`src/rtl/rci_delay.sv`:
```
module rci_delay #(
	parameter int WIDTH = 8,
	parameter int DEPTH = 1
) (
	input  logic             clk,
	input  logic             arst_n,
	input  logic             advance,
	input  logic             src_valid,
	input  logic [WIDTH-1:0] src_data,
	output logic             dst_valid,
	output logic [WIDTH-1:0] dst_data
);

	logic             vld_s [DEPTH];
	logic [WIDTH-1:0] dat_s [DEPTH];

	for (genvar k = 0; k < DEPTH; k++) begin : g_tap
		if (k == 0) begin : g_first
			always_ff @(posedge clk or negedge arst_n) begin
				if (!arst_n)
					vld_s[k] <= 1'b0;
				else if (advance)
					vld_s[k] <= src_valid;
			end
			always_ff @(posedge clk) begin
				if (advance)
					dat_s[k] <= src_data;
			end
		end else begin : g_rest
			always_ff @(posedge clk or negedge arst_n) begin
				if (!arst_n)
					vld_s[k] <= 1'b0;
				else if (advance)
					vld_s[k] <= vld_s[k-1];
			end
			always_ff @(posedge clk) begin
				if (advance)
					dat_s[k] <= dat_s[k-1];
			end
		end
	end

	assign dst_valid = vld_s[DEPTH-1];
	assign dst_data  = dat_s[DEPTH-1];

endmodule

```
`config.mk`:
```
export PLATFORM = sky130hd
export DESIGN_NAME = rci_delay
export DESIGN_NICKNAME = d
export VERILOG_FILES = /design/src/rtl/rci_delay.sv
export SDC_FILE = /design/constraint.sdc
export NUM_CORES = 1
export LEC_CHECK = 0
export BUFFER_PORTS_ARGS = -buffer_cell sky130_fd_sc_hd__buf_2
export CAP_MARGIN = 30
export CORE_AREA = 2 2 39 41
export CTS_BUF_LIST = sky130_fd_sc_hd__clkbuf_8
export DETAILED_ROUTE_END_ITERATION = 8
export DIE_AREA = 0 0 41 43
export PLACE_DENSITY = 0.47
export SYNTH_ARGS = -nofsm -noshare
export SYNTH_HDL_FRONTEND = slang
export SYNTH_SLANG_ARGS = --single-unit
```
`constraint.sdc`:
```
create_clock -name clk -period 0.82 [get_ports clk]
set_input_delay 0.164 -clock clk [delete_from_list [all_inputs] [get_ports clk]]
set_output_delay 0.164 -clock clk [all_outputs]
set_load 0.02 [all_outputs]
```
Word level (Yosys, flattened, before mapping):

Memories as Yosys holds them, arrays and structs flattened.
Index checks and enable logic that the tools add are counted.

* word-level logic and storage cells: 4
* output and inout bits: 9
* bits in writable memories: 8
* register bits: 1
* memories kept: 1

Memories
* dat_s: depth 1, bits a word 8, rd ports 1, clocked after memory_dff 0, write ports 1, RTL line 15 `logic [WIDTH-1:0] dat_s [DEPTH];`

* multiplexer cells: 2

Operator list (count)
* $mux W1: 2

Depth between registers and ports, before layout:

* word-level depth: 2
* gate-level depth with buffers: 1
* gate-level depth less buffers: 1

Worst setup path before layout:

Ideal clock, no wire load.

* kind: register to register
* from: reg dst_valid (netlist name)
* to: reg vld_s (netlist: dst_valid)
* slack: -15 ps
* data arrival time: 710 ps
* stages on the path, launching flop included: 2
* required time: 695 ps
* cell sequence: dfrtp_1 > mux2_4

RTL lines
* end signal: indexed assignment: RTL line 23 `vld_s[k] <= src_valid;`
* end: declaration: RTL line 14 `logic vld_s [DEPTH];`

Worst setup path in the final report:

* from: reg vld_s (netlist: dst_valid)
* to: out dst_valid

RTL lines
* end: declaration: RTL line 10 `output logic dst_valid,`

No word-level cell between the ends.

==> out/metrics.cfg <==
[synth]
synth_edf_count = 8
synth.yosys.warnings = 0
avgSynthCellArea_um2 = 28.0
synthFlopType = edfxtp_1
synth.distinct_cells = 3
synth.cell_area_um2 = 280
synthTopCellsByCount = edfxtp_1 (8), dfrtp_1 (1), mux2_4 (1)
yosysMostFrequentCell = edfxtp_1
synth_top_area_cell = edfxtp_1
ys_async_sr_fraction_pct = 11.1
syn_inst = 10
synth_nets = 22
synth_seq_cells = 9
synth_top_area_share_pct = 85.7
synth-seq-area-share_pct = 94.6
synthTopCellsByArea = edfxtp_1 (86%), dfrtp_1 (8.9%), mux2_4 (5.4%)

[layout]
nets = 49
n_antenna_cell = 0
area_growth_pct = 83.5
postLayoutCellArea_um2 = 514
drive_gt1_share_pct = 72.2
post-route-util_pct = 37.2
stdcell_count = 52

[worst_setup_path]
arrival_ns = 0.77
startpoint_type = register
crit_chain = buf_6
critPathMaxStageDelay_ns = 0.41
cp_slowest_cell = dfrtp_2
required_ns = 0.66
r2r_slack_ns = 0.03
crit_path_max_fanout = 2
path_buf_inv = 1
crit_type = reg2out
cpLargestDelayFamily = flip-flops
cp-end-kind = output pin

[hold_path]
hp-class = in2reg

[timing]
drv_slew = 0
finalHoldViolCount = 0
hold-worst-slack_ns = 0.115
grt_setup_unrepaired = true
clock_skew_ns = 0
finalSetupViolCount = 9
worst_slack_ns = -0.110
worst_slew_pin_slew_ns = 0.107
fin_tns_setup_ns = -0.810
post-route-period-util_pct = 113
relSlewSlack_pct = 92.9
fmax_mhz = 1070
period_needed_ns = 0.930

[drt]
wl_per_cell_um = 11.7
routed_wl_um = 610
first_iter_violations = 0
drt_first_pass_iters = 1
vias = 193
drcViolationCount = 0
drt-vias-per-instance = 3.71
ant_nets = 0

[global_routing]
grt_pass1_wl_um = 821
grt_max_degree = 8
grt_use_met1_pct = 7.43
antenna_found_initial = 0
grtUsageTotal_pct = 7.95
use_met2_pct = 11.9
grt-busiest-layer = met2
grt_use_met3_pct = 1.57
grt_pass1_vias = 218
overflow = 0

[die]
start_util_pct = 20.3
core_area_um2 = 1380
die_x_um = 41
rows = 14
die_h_um = 43
die_area_um2 = 1760
io_pins = 21

[clocking]
cts_made_buffers = 3
clkSlewWorstSetupHoldPaths_ns = 0.04
cts.sinks = 9
ctsLongestPathBuffers = 2
post_cts_buffers = 0
cts_root_buffer = clkbuf_8
clk_latency_ns = 0.22
htree_levels = 1
cts_tree = yes

[power]
pwr_density_cell_nw_per_um2 = 2340
peakVddDrop_v = 0.00102
p_leak_uw = 0.000229

[place]
portBuffers = 20
place_congestion = 0.620
dpl_cell_area_um2 = 422
dpl.cell_count = 47

[outcome]
violations = setup timing
outcome = finished with violations

[job]
drv_cap = 0

-- power by group --
group	total (uW)	leakage (uW)	internal [uW]	switching [uW]
sequential	561	0.0000890	544	16.6
combinational	166	0.000113	89.3	76.9
clock	474	0.0000269	324	150
total	1200	0.000229	957	244
-- cell families after synthesis --
group / synth area share (%)
flops: 94.6
mux: 5.36
-- sequential cells by signal, summed over array words and instances, names as in the netlist --
name       flops
dat_s          8
dst_valid      1
-- through the flow --
step           power, uW  worst slack [ns]
6_report            1200            -0.110
5_1_grt             1260            -0.136
4_1_cts             1200            -0.116
3_5_place_dp         700            0.0521
3_3_place_gp         695            0.0597
2_1_floorplan        619          -0.00222
-- cells in the final DEF (no fill, tap or decap) --
master / n
buf_12: 1
dlygate4sd3_1: 1
dfrtp_2: 1
buf_6: 6
buf_2: 14
mux2_4: 1
edfxtp_1: 8
inv_1: 1
clkbuf_8: 3
-- what timing repair did --
action,in CTS,in global routing
endpoints found under the hold margin,1,0
endpoints found under the setup margin,9,9
gates resized for setup,4,8
hold buffers,1,0
-- cell type report --
class / instances / area (um^2)
Multi-Input combinational cell: 1 / 15.0
Fill cell: 136 / 870
Clock buffer: 3 / 41.3
Tap cell: 16 / 20.0
Clock inverter: 1 / 3.75
Timing Repair Buffer: 22 / 168
Sequential cell: 9 / 267
-- worst paths after layout --
path,from,endpoint,cells after the start
max reg2reg,dst_valid,dst_valid,1
min reg2reg,dst_valid,dst_valid,1
min,src_data[7],dat_s[0][7],1
max in group asynchronous,arst_n,dst_valid,2
max,dst_valid,dst_valid,1
min in group asynchronous,arst_n,dst_valid,2
-- metal layers --
| metal | part of all wire (%) | wire length, um | up-vias |
|---|---|---|---|
| li1 | - | - | 90 |
| met1 | 41 | 251 | 80 |
| met2 | 44 | 269 | 21 |
| met3 | 13 | 78 | 2 |
| met4 | 1.6 | 10 | 0 |
| met5 | 0 | 0 | - |
(Power assumes the default switching activity.)
