### src/rtl/rci_pkg.sv
package rci_pkg;

	localparam int W   = 32;
	localparam int F   = 16;
	localparam int W2  = 2 * W;
	localparam int QW  = W + F;
	localparam int RW  = QW / 2;

	localparam int DIV_STEPS = 4;
	localparam int DIV_LAT   = QW / DIV_STEPS + 1;
	localparam int SQ_STEPS  = 4;
	localparam int SQ_LAT    = RW / SQ_STEPS + 1;

	localparam int CFG_IDX_W = 3;

	typedef logic signed [W-1:0] word_t;

	localparam word_t WMAX = {1'b0, {(W-1){1'b1}}};
	localparam word_t WMIN = {1'b1, {(W-1){1'b0}}};
	localparam word_t ONE  = W'(1) << F;

	typedef enum logic [CFG_IDX_W-1:0] {
		REG_CENTER_X = 3'd0,
		REG_CENTER_Y = 3'd1,
		REG_CENTER_Z = 3'd2,
		REG_AXIS_X   = 3'd3,
		REG_AXIS_Y   = 3'd4,
		REG_AXIS_Z   = 3'd5,
		REG_DIAMETER = 3'd6,
		REG_HEIGHT   = 3'd7
	} cfg_reg_e;

	typedef struct packed {
		logic  ok;
		logic  first;
		word_t m;
	} pick_t;

	function automatic word_t qadd(word_t a, word_t b);
		logic signed [W:0] s;
		s = {a[W-1], a} + {b[W-1], b};
		if (s[W] != s[W-1])
			return s[W] ? WMIN : WMAX;
		return s[W-1:0];
	endfunction

	function automatic word_t qsub(word_t a, word_t b);
		logic signed [W:0] s;
		s = {a[W-1], a} - {b[W-1], b};
		if (s[W] != s[W-1])
			return s[W] ? WMIN : WMAX;
		return s[W-1:0];
	endfunction

	function automatic word_t qneg(word_t a);
		return (a == WMIN) ? WMAX : -a;
	endfunction

	// exact product, floored to the fraction, saturated
	function automatic word_t qmul(word_t a, word_t b);
		logic signed [W2-1:0] p;
		logic signed [W2-1:0] fl;
		p  = W2'(a) * W2'(b);
		fl = p >>> F;
		if (fl[W2-1:W-1] != {(W2-W+1){fl[W2-1]}})
			return fl[W2-1] ? WMIN : WMAX;
		return fl[W-1:0];
	endfunction

	// nearer non-negative candidate; equal candidates give none
	function automatic pick_t pick(word_t m0, word_t m1);
		pick_t r;
		r = '0;
		priority if (!m0[W-1] && (m0 < m1 || m1[W-1])) begin
			r.ok    = 1'b1;
			r.first = 1'b1;
			r.m     = m0;
		end else if (!m1[W-1] && (m1 < m0 || m0[W-1])) begin
			r.ok    = 1'b1;
			r.first = 1'b0;
			r.m     = m1;
		end else begin
			r.ok    = 1'b0;
		end
		return r;
	endfunction

endpackage

### src/rtl/rci_sqrt.sv
module rci_sqrt (
	input  logic           clk,
	input  logic           advance,
	input  rci_pkg::word_t radicand,
	output rci_pkg::word_t root
);
	import rci_pkg::*;

	typedef struct packed {
		logic [RW+1:0] rem;
		logic [QW-1:0] t;
		logic [RW-1:0] r;
	} sq_st_t;

	// digit-by-digit square root, two radicand bits per iteration
	function automatic sq_st_t sq_step(sq_st_t s);
		sq_st_t        o;
		logic [RW+3:0] sh;
		logic [RW+3:0] trial;
		o = s;
		for (int i = 0; i < SQ_STEPS; i++) begin
			sh    = {o.rem, o.t[QW-1:QW-2]};
			o.t   = {o.t[QW-3:0], 2'b00};
			trial = {2'b00, o.r, 2'b01};
			if (sh >= trial) begin
				o.rem = (RW+2)'(sh - trial);
				o.r   = {o.r[RW-2:0], 1'b1};
			end else begin
				o.rem = sh[RW+1:0];
				o.r   = {o.r[RW-2:0], 1'b0};
			end
		end
		return o;
	endfunction

	sq_st_t sq_s [SQ_LAT];
	sq_st_t head;

	always_comb begin
		head.rem = '0;
		head.r   = '0;
		head.t   = {radicand, {F{1'b0}}};
	end

	always_ff @(posedge clk) begin
		if (advance)
			sq_s[0] <= head;
	end

	for (genvar k = 1; k < SQ_LAT; k++) begin : g_stage
		always_ff @(posedge clk) begin
			if (advance)
				sq_s[k] <= sq_step(sq_s[k-1]);
		end
	end

	assign root = W'(sq_s[SQ_LAT-1].r);

endmodule

### config.mk
export PLATFORM = sky130hd
export DESIGN_NAME = rci_sqrt
export DESIGN_NICKNAME = d
export VERILOG_FILES = /design/src/rtl/rci_pkg.sv /design/src/rtl/rci_sqrt.sv
export SDC_FILE = /design/constraint.sdc
export NUM_CORES = 1
export LEC_CHECK = 0
export BUFFER_PORTS_ARGS = -buffer_cell sky130_fd_sc_hd__buf_2
export CORE_MARGIN = 5
export CORE_UTILIZATION = 45
export DETAILED_ROUTE_END_ITERATION = 12
export SLEW_MARGIN = 20
export SYNTH_ARGS = -nofsm -noshare
export SYNTH_HDL_FRONTEND = slang
export SYNTH_SLANG_ARGS = --single-unit
### constraint.sdc
create_clock -name clk -period 15.8 [get_ports clk]
set_clock_uncertainty 0.1 [all_clocks]
set_input_delay 3.16 -clock clk [delete_from_list [all_inputs] [get_ports clk]]
set_output_delay 3.16 -clock clk [all_outputs]
set_load 0.03 [all_outputs]
* After elaboration in Yosys (flattened, before gate mapping)
Memories as Yosys holds them, arrays and structs flattened.
Index checks and enable logic that the tools add are counted.
** Operators by class
- Add/subtract/negate cells :: 24
- Multiply operators :: 0
- Divide/modulo/power cells :: 0
- Order comparisons :: 24
- Equality and inequality tests :: 0
- Shift operators :: 0
- Mux-type cells :: 98
- Bitwise gates (word level) :: 0
- Reduce and logical (&&, ||, !) cells :: 0
** Operators with widths (count)
- $mux W26 :: 48
- $ge A28 B26 Y1 :: 24
- $sub A26 B26 Y26 :: 24
- $mux W24 :: 24
- $mux W1 :: 26
** Storage, ports and cells
- Register bits :: 0
- Latch bits :: 0
- Bits in writable memories :: 630
- Memory bits (read-only) :: 0
- Bits of input ports :: 34
- Output and inout port bits :: 32
- Word-level logic and storage cells :: 147
- Memories :: 1
** Memories
- sq_s :: depth 7, width 90, rd ports 7, clocked after Yosys merged registers in 0, write ports 7, RTL line rci_sqrt.sv:36 : sq_st_t sq_s [SQ_LAT];

* Longest topological paths before layout
An unclocked memory read counts as a cell.
- Depth in word-level cells :: 13
- Gate-level depth with buffers :: 70

* Least setup slack after synthesis
No wires, ideal clock.
- Path kind :: register -> register
- Start :: memory sq_s[4][0] in the netlist's numbering
- End :: memory sq_s[5][81] in the netlist's numbering, data pin
- Setup time :: 0.255 ns
- Arrival time :: 12.171 ns
- Required time :: 15.445 ns
- Setup slack :: 3.274 ns
- Stages on the path, launching flop included :: 67
- Path buffers :: 9
- Cells stage by stage :: edfxtp_1 inv_1 ha_1 inv_1 fa_1 nor2b_1 o21a_1 o21ai_0 a211oi_1 o21ai_0 nand2_1 clkbuf_1 clkbuf_1 nand2_1 nand2_1 ha_1 a21o_1 a21oi_1 [... 31 more ...] nor2_1 o21bai_1 a21oi_1 o21bai_1 a21oi_1 nor2b_1 o21a_1 o41ai_1 nand4b_1 a41oi_1 o21ai_0 nand2b_1 a211oi_1 and3_1 buf_2 buf_2 inv_1 o21ba_2
** RTL lines (RTL line)
- start, declared :: rci_sqrt.sv:36

==> results by stage <==
Routing:
- Dividing the detail-routed wire length by the instance count gives between 15 and 20 um.
- Before antenna repair, the detailed router went through 6 iterations.
- The total routed wirelength is 90800 um.
- The number of nets with antenna violations after routing is 0.
- The final routed DRC violation total is 0.
- The via total after detailed routing is around 28k.
- The first-iteration detailed-routing DRC count is between 2k and 2.5k.
- The via-per-instance ratio is about 6.

Yosys:
- The share of synthesized area occupied by flip-flops and latches is 27.7%.
- In the synthesized netlist the dominant register cell turns out to be sky130_fd_sc_hd__edfxtp_1.
- Ranked by total cell area, the synthesized netlist is headed by sky130_fd_sc_hd__edfxtp_1 28%, sky130_fd_sc_hd__ha_1 12%, sky130_fd_sc_hd__xnor2_1 6.7%.
- Summing the areas of all and, or, nand and nor instances in the mapped netlist gives 20.8% of the synthesized area.
- Measured against the total synthesized area, the mux share comes to between 2 and 3%.
- By count the netlist is led by 340 x sky130_fd_sc_hd__a21oi_1, 328 x sky130_fd_sc_hd__nor2_1, 305 x sky130_fd_sc_hd__ha_1, 303 x sky130_fd_sc_hd__nand2_1, 293 x sky130_fd_sc_hd__edfxtp_1.
- The adder-cell share of the synthesized area is around 12%.
- The cell area after technology mapping is 31700 um^2.
- The number of enable flip-flop cells after synthesis is between 200 and 300.
- For this run, asynchronously set or reset flops after synthesis account for 0%.
- The post-synthesis xor/xnor area fraction is between 10% and 20%.
- The average instance in the mapped netlist occupies about 8.4 um^2.
- The dominant combinational cell family by area after synthesis is compound AO/OA/AOI/OAI gates.
- The post-synthesis sequential element count is ~290.
- The most frequent cell after synthesis is sky130_fd_sc_hd__a21oi_1.
- Synthesis instantiated about 110 different standard cells from the library.
- The cell count after synthesis came out at 3764.
- The number of warning messages in the yosys log is 0.
- The share of synthesized area in the top cell type comes to roughly 28%.
- The synthesized design spends more area on one cell type than any other, namely sky130_fd_sc_hd__edfxtp_1.
- The area fraction in compound gates after synthesis is 22.0%.

Pwr:
- Per report_power, the combinational group accounts for 68.1% of the total.
- Internal power comes to between 3000 and 4000 uW.
- In this run the power density over the cells is 197 nW/um^2.
- The switching part of the total is approximately half.
- Across the VDD grid, the largest voltage drop is ~130 uV.
- The power share of the clock group is 12.9%.
- The net load switching power is around 3300 uW.
- In this run the static leakage power is 0.0141 uW.
- Registers are responsible for approximately a fifth of the overall power.

Global route:
- The first global-routing pass estimated approximately 140000 um of wire.
- Global routing finished with a remaining overflow of 0.
- The number of global-route vias before repair is ~26k.
- The overall fraction of global-route tracks in use is approximately a quarter.
- The initial antenna violation count is 3.
- The maximum number of pins on one net before global-route repair is 100.

Placement:
- Including well taps, the total number of placed cells is approximately 4.7k.
- Routability-driven placement finished with a final weighted congestion of just over 0.9.
- Once detailed placement completed, the half-perimeter wirelength came to 72100 um.
- After detailed placement, the total cell area comes to approximately 33000 um^2.
- The number of buffers added on ports is 57.

Critical path:
- Along the worst path, the maximum fanout reaches 37.
- For the worst setup path, the data required time is around 16000 ps.
- STA classifies the critical path endpoint as a flip-flop.
- For this run, the slowest stage of the critical path takes roughly 640 ps.
- The setup path with the least slack is of type reg2reg.
- The setup slack of the most critical reg-to-reg path is roughly 1600 ps.
- The arrival time reported for the critical path endpoint is 14370 ps.
- The master of the slowest instance on the critical path is sky130_fd_sc_hd__or2_2.
- The worst setup path is launched from a flip-flop.
- In this design, the critical path's most frequently occurring cell is sky130_fd_sc_hd__a21oi_1.

Final layout:
- The post-route netlist has roughly 7.2% of its cells at a drive strength greater than 1.
- Relative to the synthesized area, the layout overhead comes to 7.72%.
- Counting flops per register, the top entry is sq_s.
- The number of flip-flops under the largest register name is between 200 and 300.
- The count of non-filler cells in the finished layout is between 4k and 5k.
- The number of fillers in the final layout is about 7k.
- The finished cells cover between 30000 and 40000 um^2.
- At the end of the flow, the number of nets in the layout was roughly 4.1k.
- In the final layout, the registers with the most flip-flops are sq_s x293.

Clock network:
- The insertion delay to the later sink of the worst-skew pair is 580 ps.
- TritonCTS built the clock tree.
- The tree is rooted in a sky130_fd_sc_hd__clkbuf_16.
- In this run the deepest clock path goes through 3 buffers.
- The total clock buffers created by CTS is 38.
- The post-cts repair resize count is 0.
- The clock transition at the register clock pins on the worst setup and hold paths after CTS is around 60 ps.
- CTS built an H-tree with a depth of 2.
- The TritonCTS sink count is slightly below 300.
- In this run the post-CTS setup repair buffer count came out at 0.
- Buffers inserted to repair hold after CTS numbered 0.

Die:
- The initialized floorplan defines between 90 and 100 standard-cell rows.
- The initial core utilization is ~45%.
- Measured along the x axis, the die boundary spans approximately 280 um.
- The core region is 70000 um^2.
- The die outline area is around 76000 um^2.
- From bottom edge to top edge, the die measures between 200 and 300 um.
- The I/O pin count is 66.

Timing:
- For this run, the top clock speed supported by timing is just over 0.07 GHz.
- Setup repair after global routing left no endpoint under its margin.
- The final count of pins violating max slew is 0.
- The number of hold-slack violations in the final timing report came to 0.
- For the final routed database, the setup TNS stands at 0 ps.
- At the pin with the least slew margin, the transition time is approximately 1000 ps.
- The routed design could run at a clock period as short as ~14000 ps.
- Headroom to the max-slew limit came out at between 30% and 40%.
- The final critical-path share of the clock period is between 80% and 90%.
- Setup violations remaining at the end of the flow were counted as 0.

Job:
- Max-cap violations in this run came to 0.

Hold path:
- The worst hold path belongs to the class reg2reg.

Outcome:
- The run finished with clean final reports.
==> metrics by stage <==
stage / power, uW / hold slack, ps / util [%] / setup WS [ps]
floorplan: 4740 / 300 / - / 3270
global placement: 5780 / 301 / 47.0 / 2240
detailed placement: 5790 / 305 / 47.0 / 1980
CTS: 6710 / 311 / 48.8 / 1890
global route: 7290 / 318 / 48.8 / 358
finish: 6740 / 309 / 48.8 / 1640
==> worst max-delay path, delay by kind of cell, from the launching register on <==
family                     cells  cell delay (ps)
DFF                            1              380
AOI/OAI and AO/OA             29             6730
muxes                          1              380
buffers and inverters         12             2110
adders and majority gates      7             1810
and+or+nand+nor               13             2290
==> layout make-up <==
cell class                 instances  area [um^2]  share of cell area (%)
multi-input combinational       3160        21700                    63.5
clock buffer                      43          970                    2.84
sequential                       293         8800                    25.8
tap                              940         1180                    3.44
timing repair buffer              79          460                    1.35
clock inverter                    26          258                   0.754
antenna                            1         2.50                 0.00732
inverter                         217          815                    2.38
==> power groups by stage <==
stage | logic (uW) | clock network (uW) | registers, uW
global route | 5070 | 928 | 1290
finish | 4590 | 872 | 1270
floorplan | 3520 | 0 | 1220
global placement | 4500 | 0 | 1290
detailed placement | 4500 | 0 | 1290
CTS | 4530 | 903 | 1270
==> final timing paths <==
kind	end	depth (start not counted)	from
max	sq_s[5][69]	62	sq_s[4][0]
min	sq_s[1][56]	0	sq_s[0][48]
max reg2reg	sq_s[5][69]	62	sq_s[4][0]
min reg2reg	sq_s[1][56]	0	sq_s[0][48]
==> layer usage <==
layer  share of wire [%]  GRT usage (%)  up-vias  wire length [um]
met5               0.014              0        -                13
met4                 3.1           6.67        2              2790
met3                 5.5           3.22      144              4970
met2                  44           36.9      740             40200
met1                  47           33.2    13200             42800
li1                    -              -    14100                 -
==> cell families after synthesis <==
logic type	count (synthesis)
simple gates	1309
compound gates	1077
xor+xnor	378
buf+inv	319
fa+ha+maj	308
flops	293
mux	78
other cells	2
==> cells in the final DEF (no fill, tap or decap), types with 29 or more instances in the layout <==
master	count
sky130_fd_sc_hd__clkbuf_16	38
sky130_fd_sc_hd__nand2b_1	54
sky130_fd_sc_hd__nand4_1	53
sky130_fd_sc_hd__and3_1	47
sky130_fd_sc_hd__or2_2	35
sky130_fd_sc_hd__xnor2_1	242
sky130_fd_sc_hd__nor3_1	111
sky130_fd_sc_hd__buf_2	56
sky130_fd_sc_hd__a31oi_1	38
sky130_fd_sc_hd__a21oi_1	340
sky130_fd_sc_hd__a21o_1	121
sky130_fd_sc_hd__o21a_1	43
sky130_fd_sc_hd__and2_1	40
sky130_fd_sc_hd__inv_1	211
sky130_fd_sc_hd__o21ai_0	210
sky130_fd_sc_hd__mux2_2	49
sky130_fd_sc_hd__nor2_1	327
sky130_fd_sc_hd__nand2_1	303
sky130_fd_sc_hd__edfxtp_1	293
sky130_fd_sc_hd__o21bai_1	29
sky130_fd_sc_hd__xor2_1	135
sky130_fd_sc_hd__nor2b_1	38
sky130_fd_sc_hd__nand3_1	117
sky130_fd_sc_hd__or3_1	46
sky130_fd_sc_hd__ha_1	305
No activity file was read; power rests on OpenSTA's default activity.
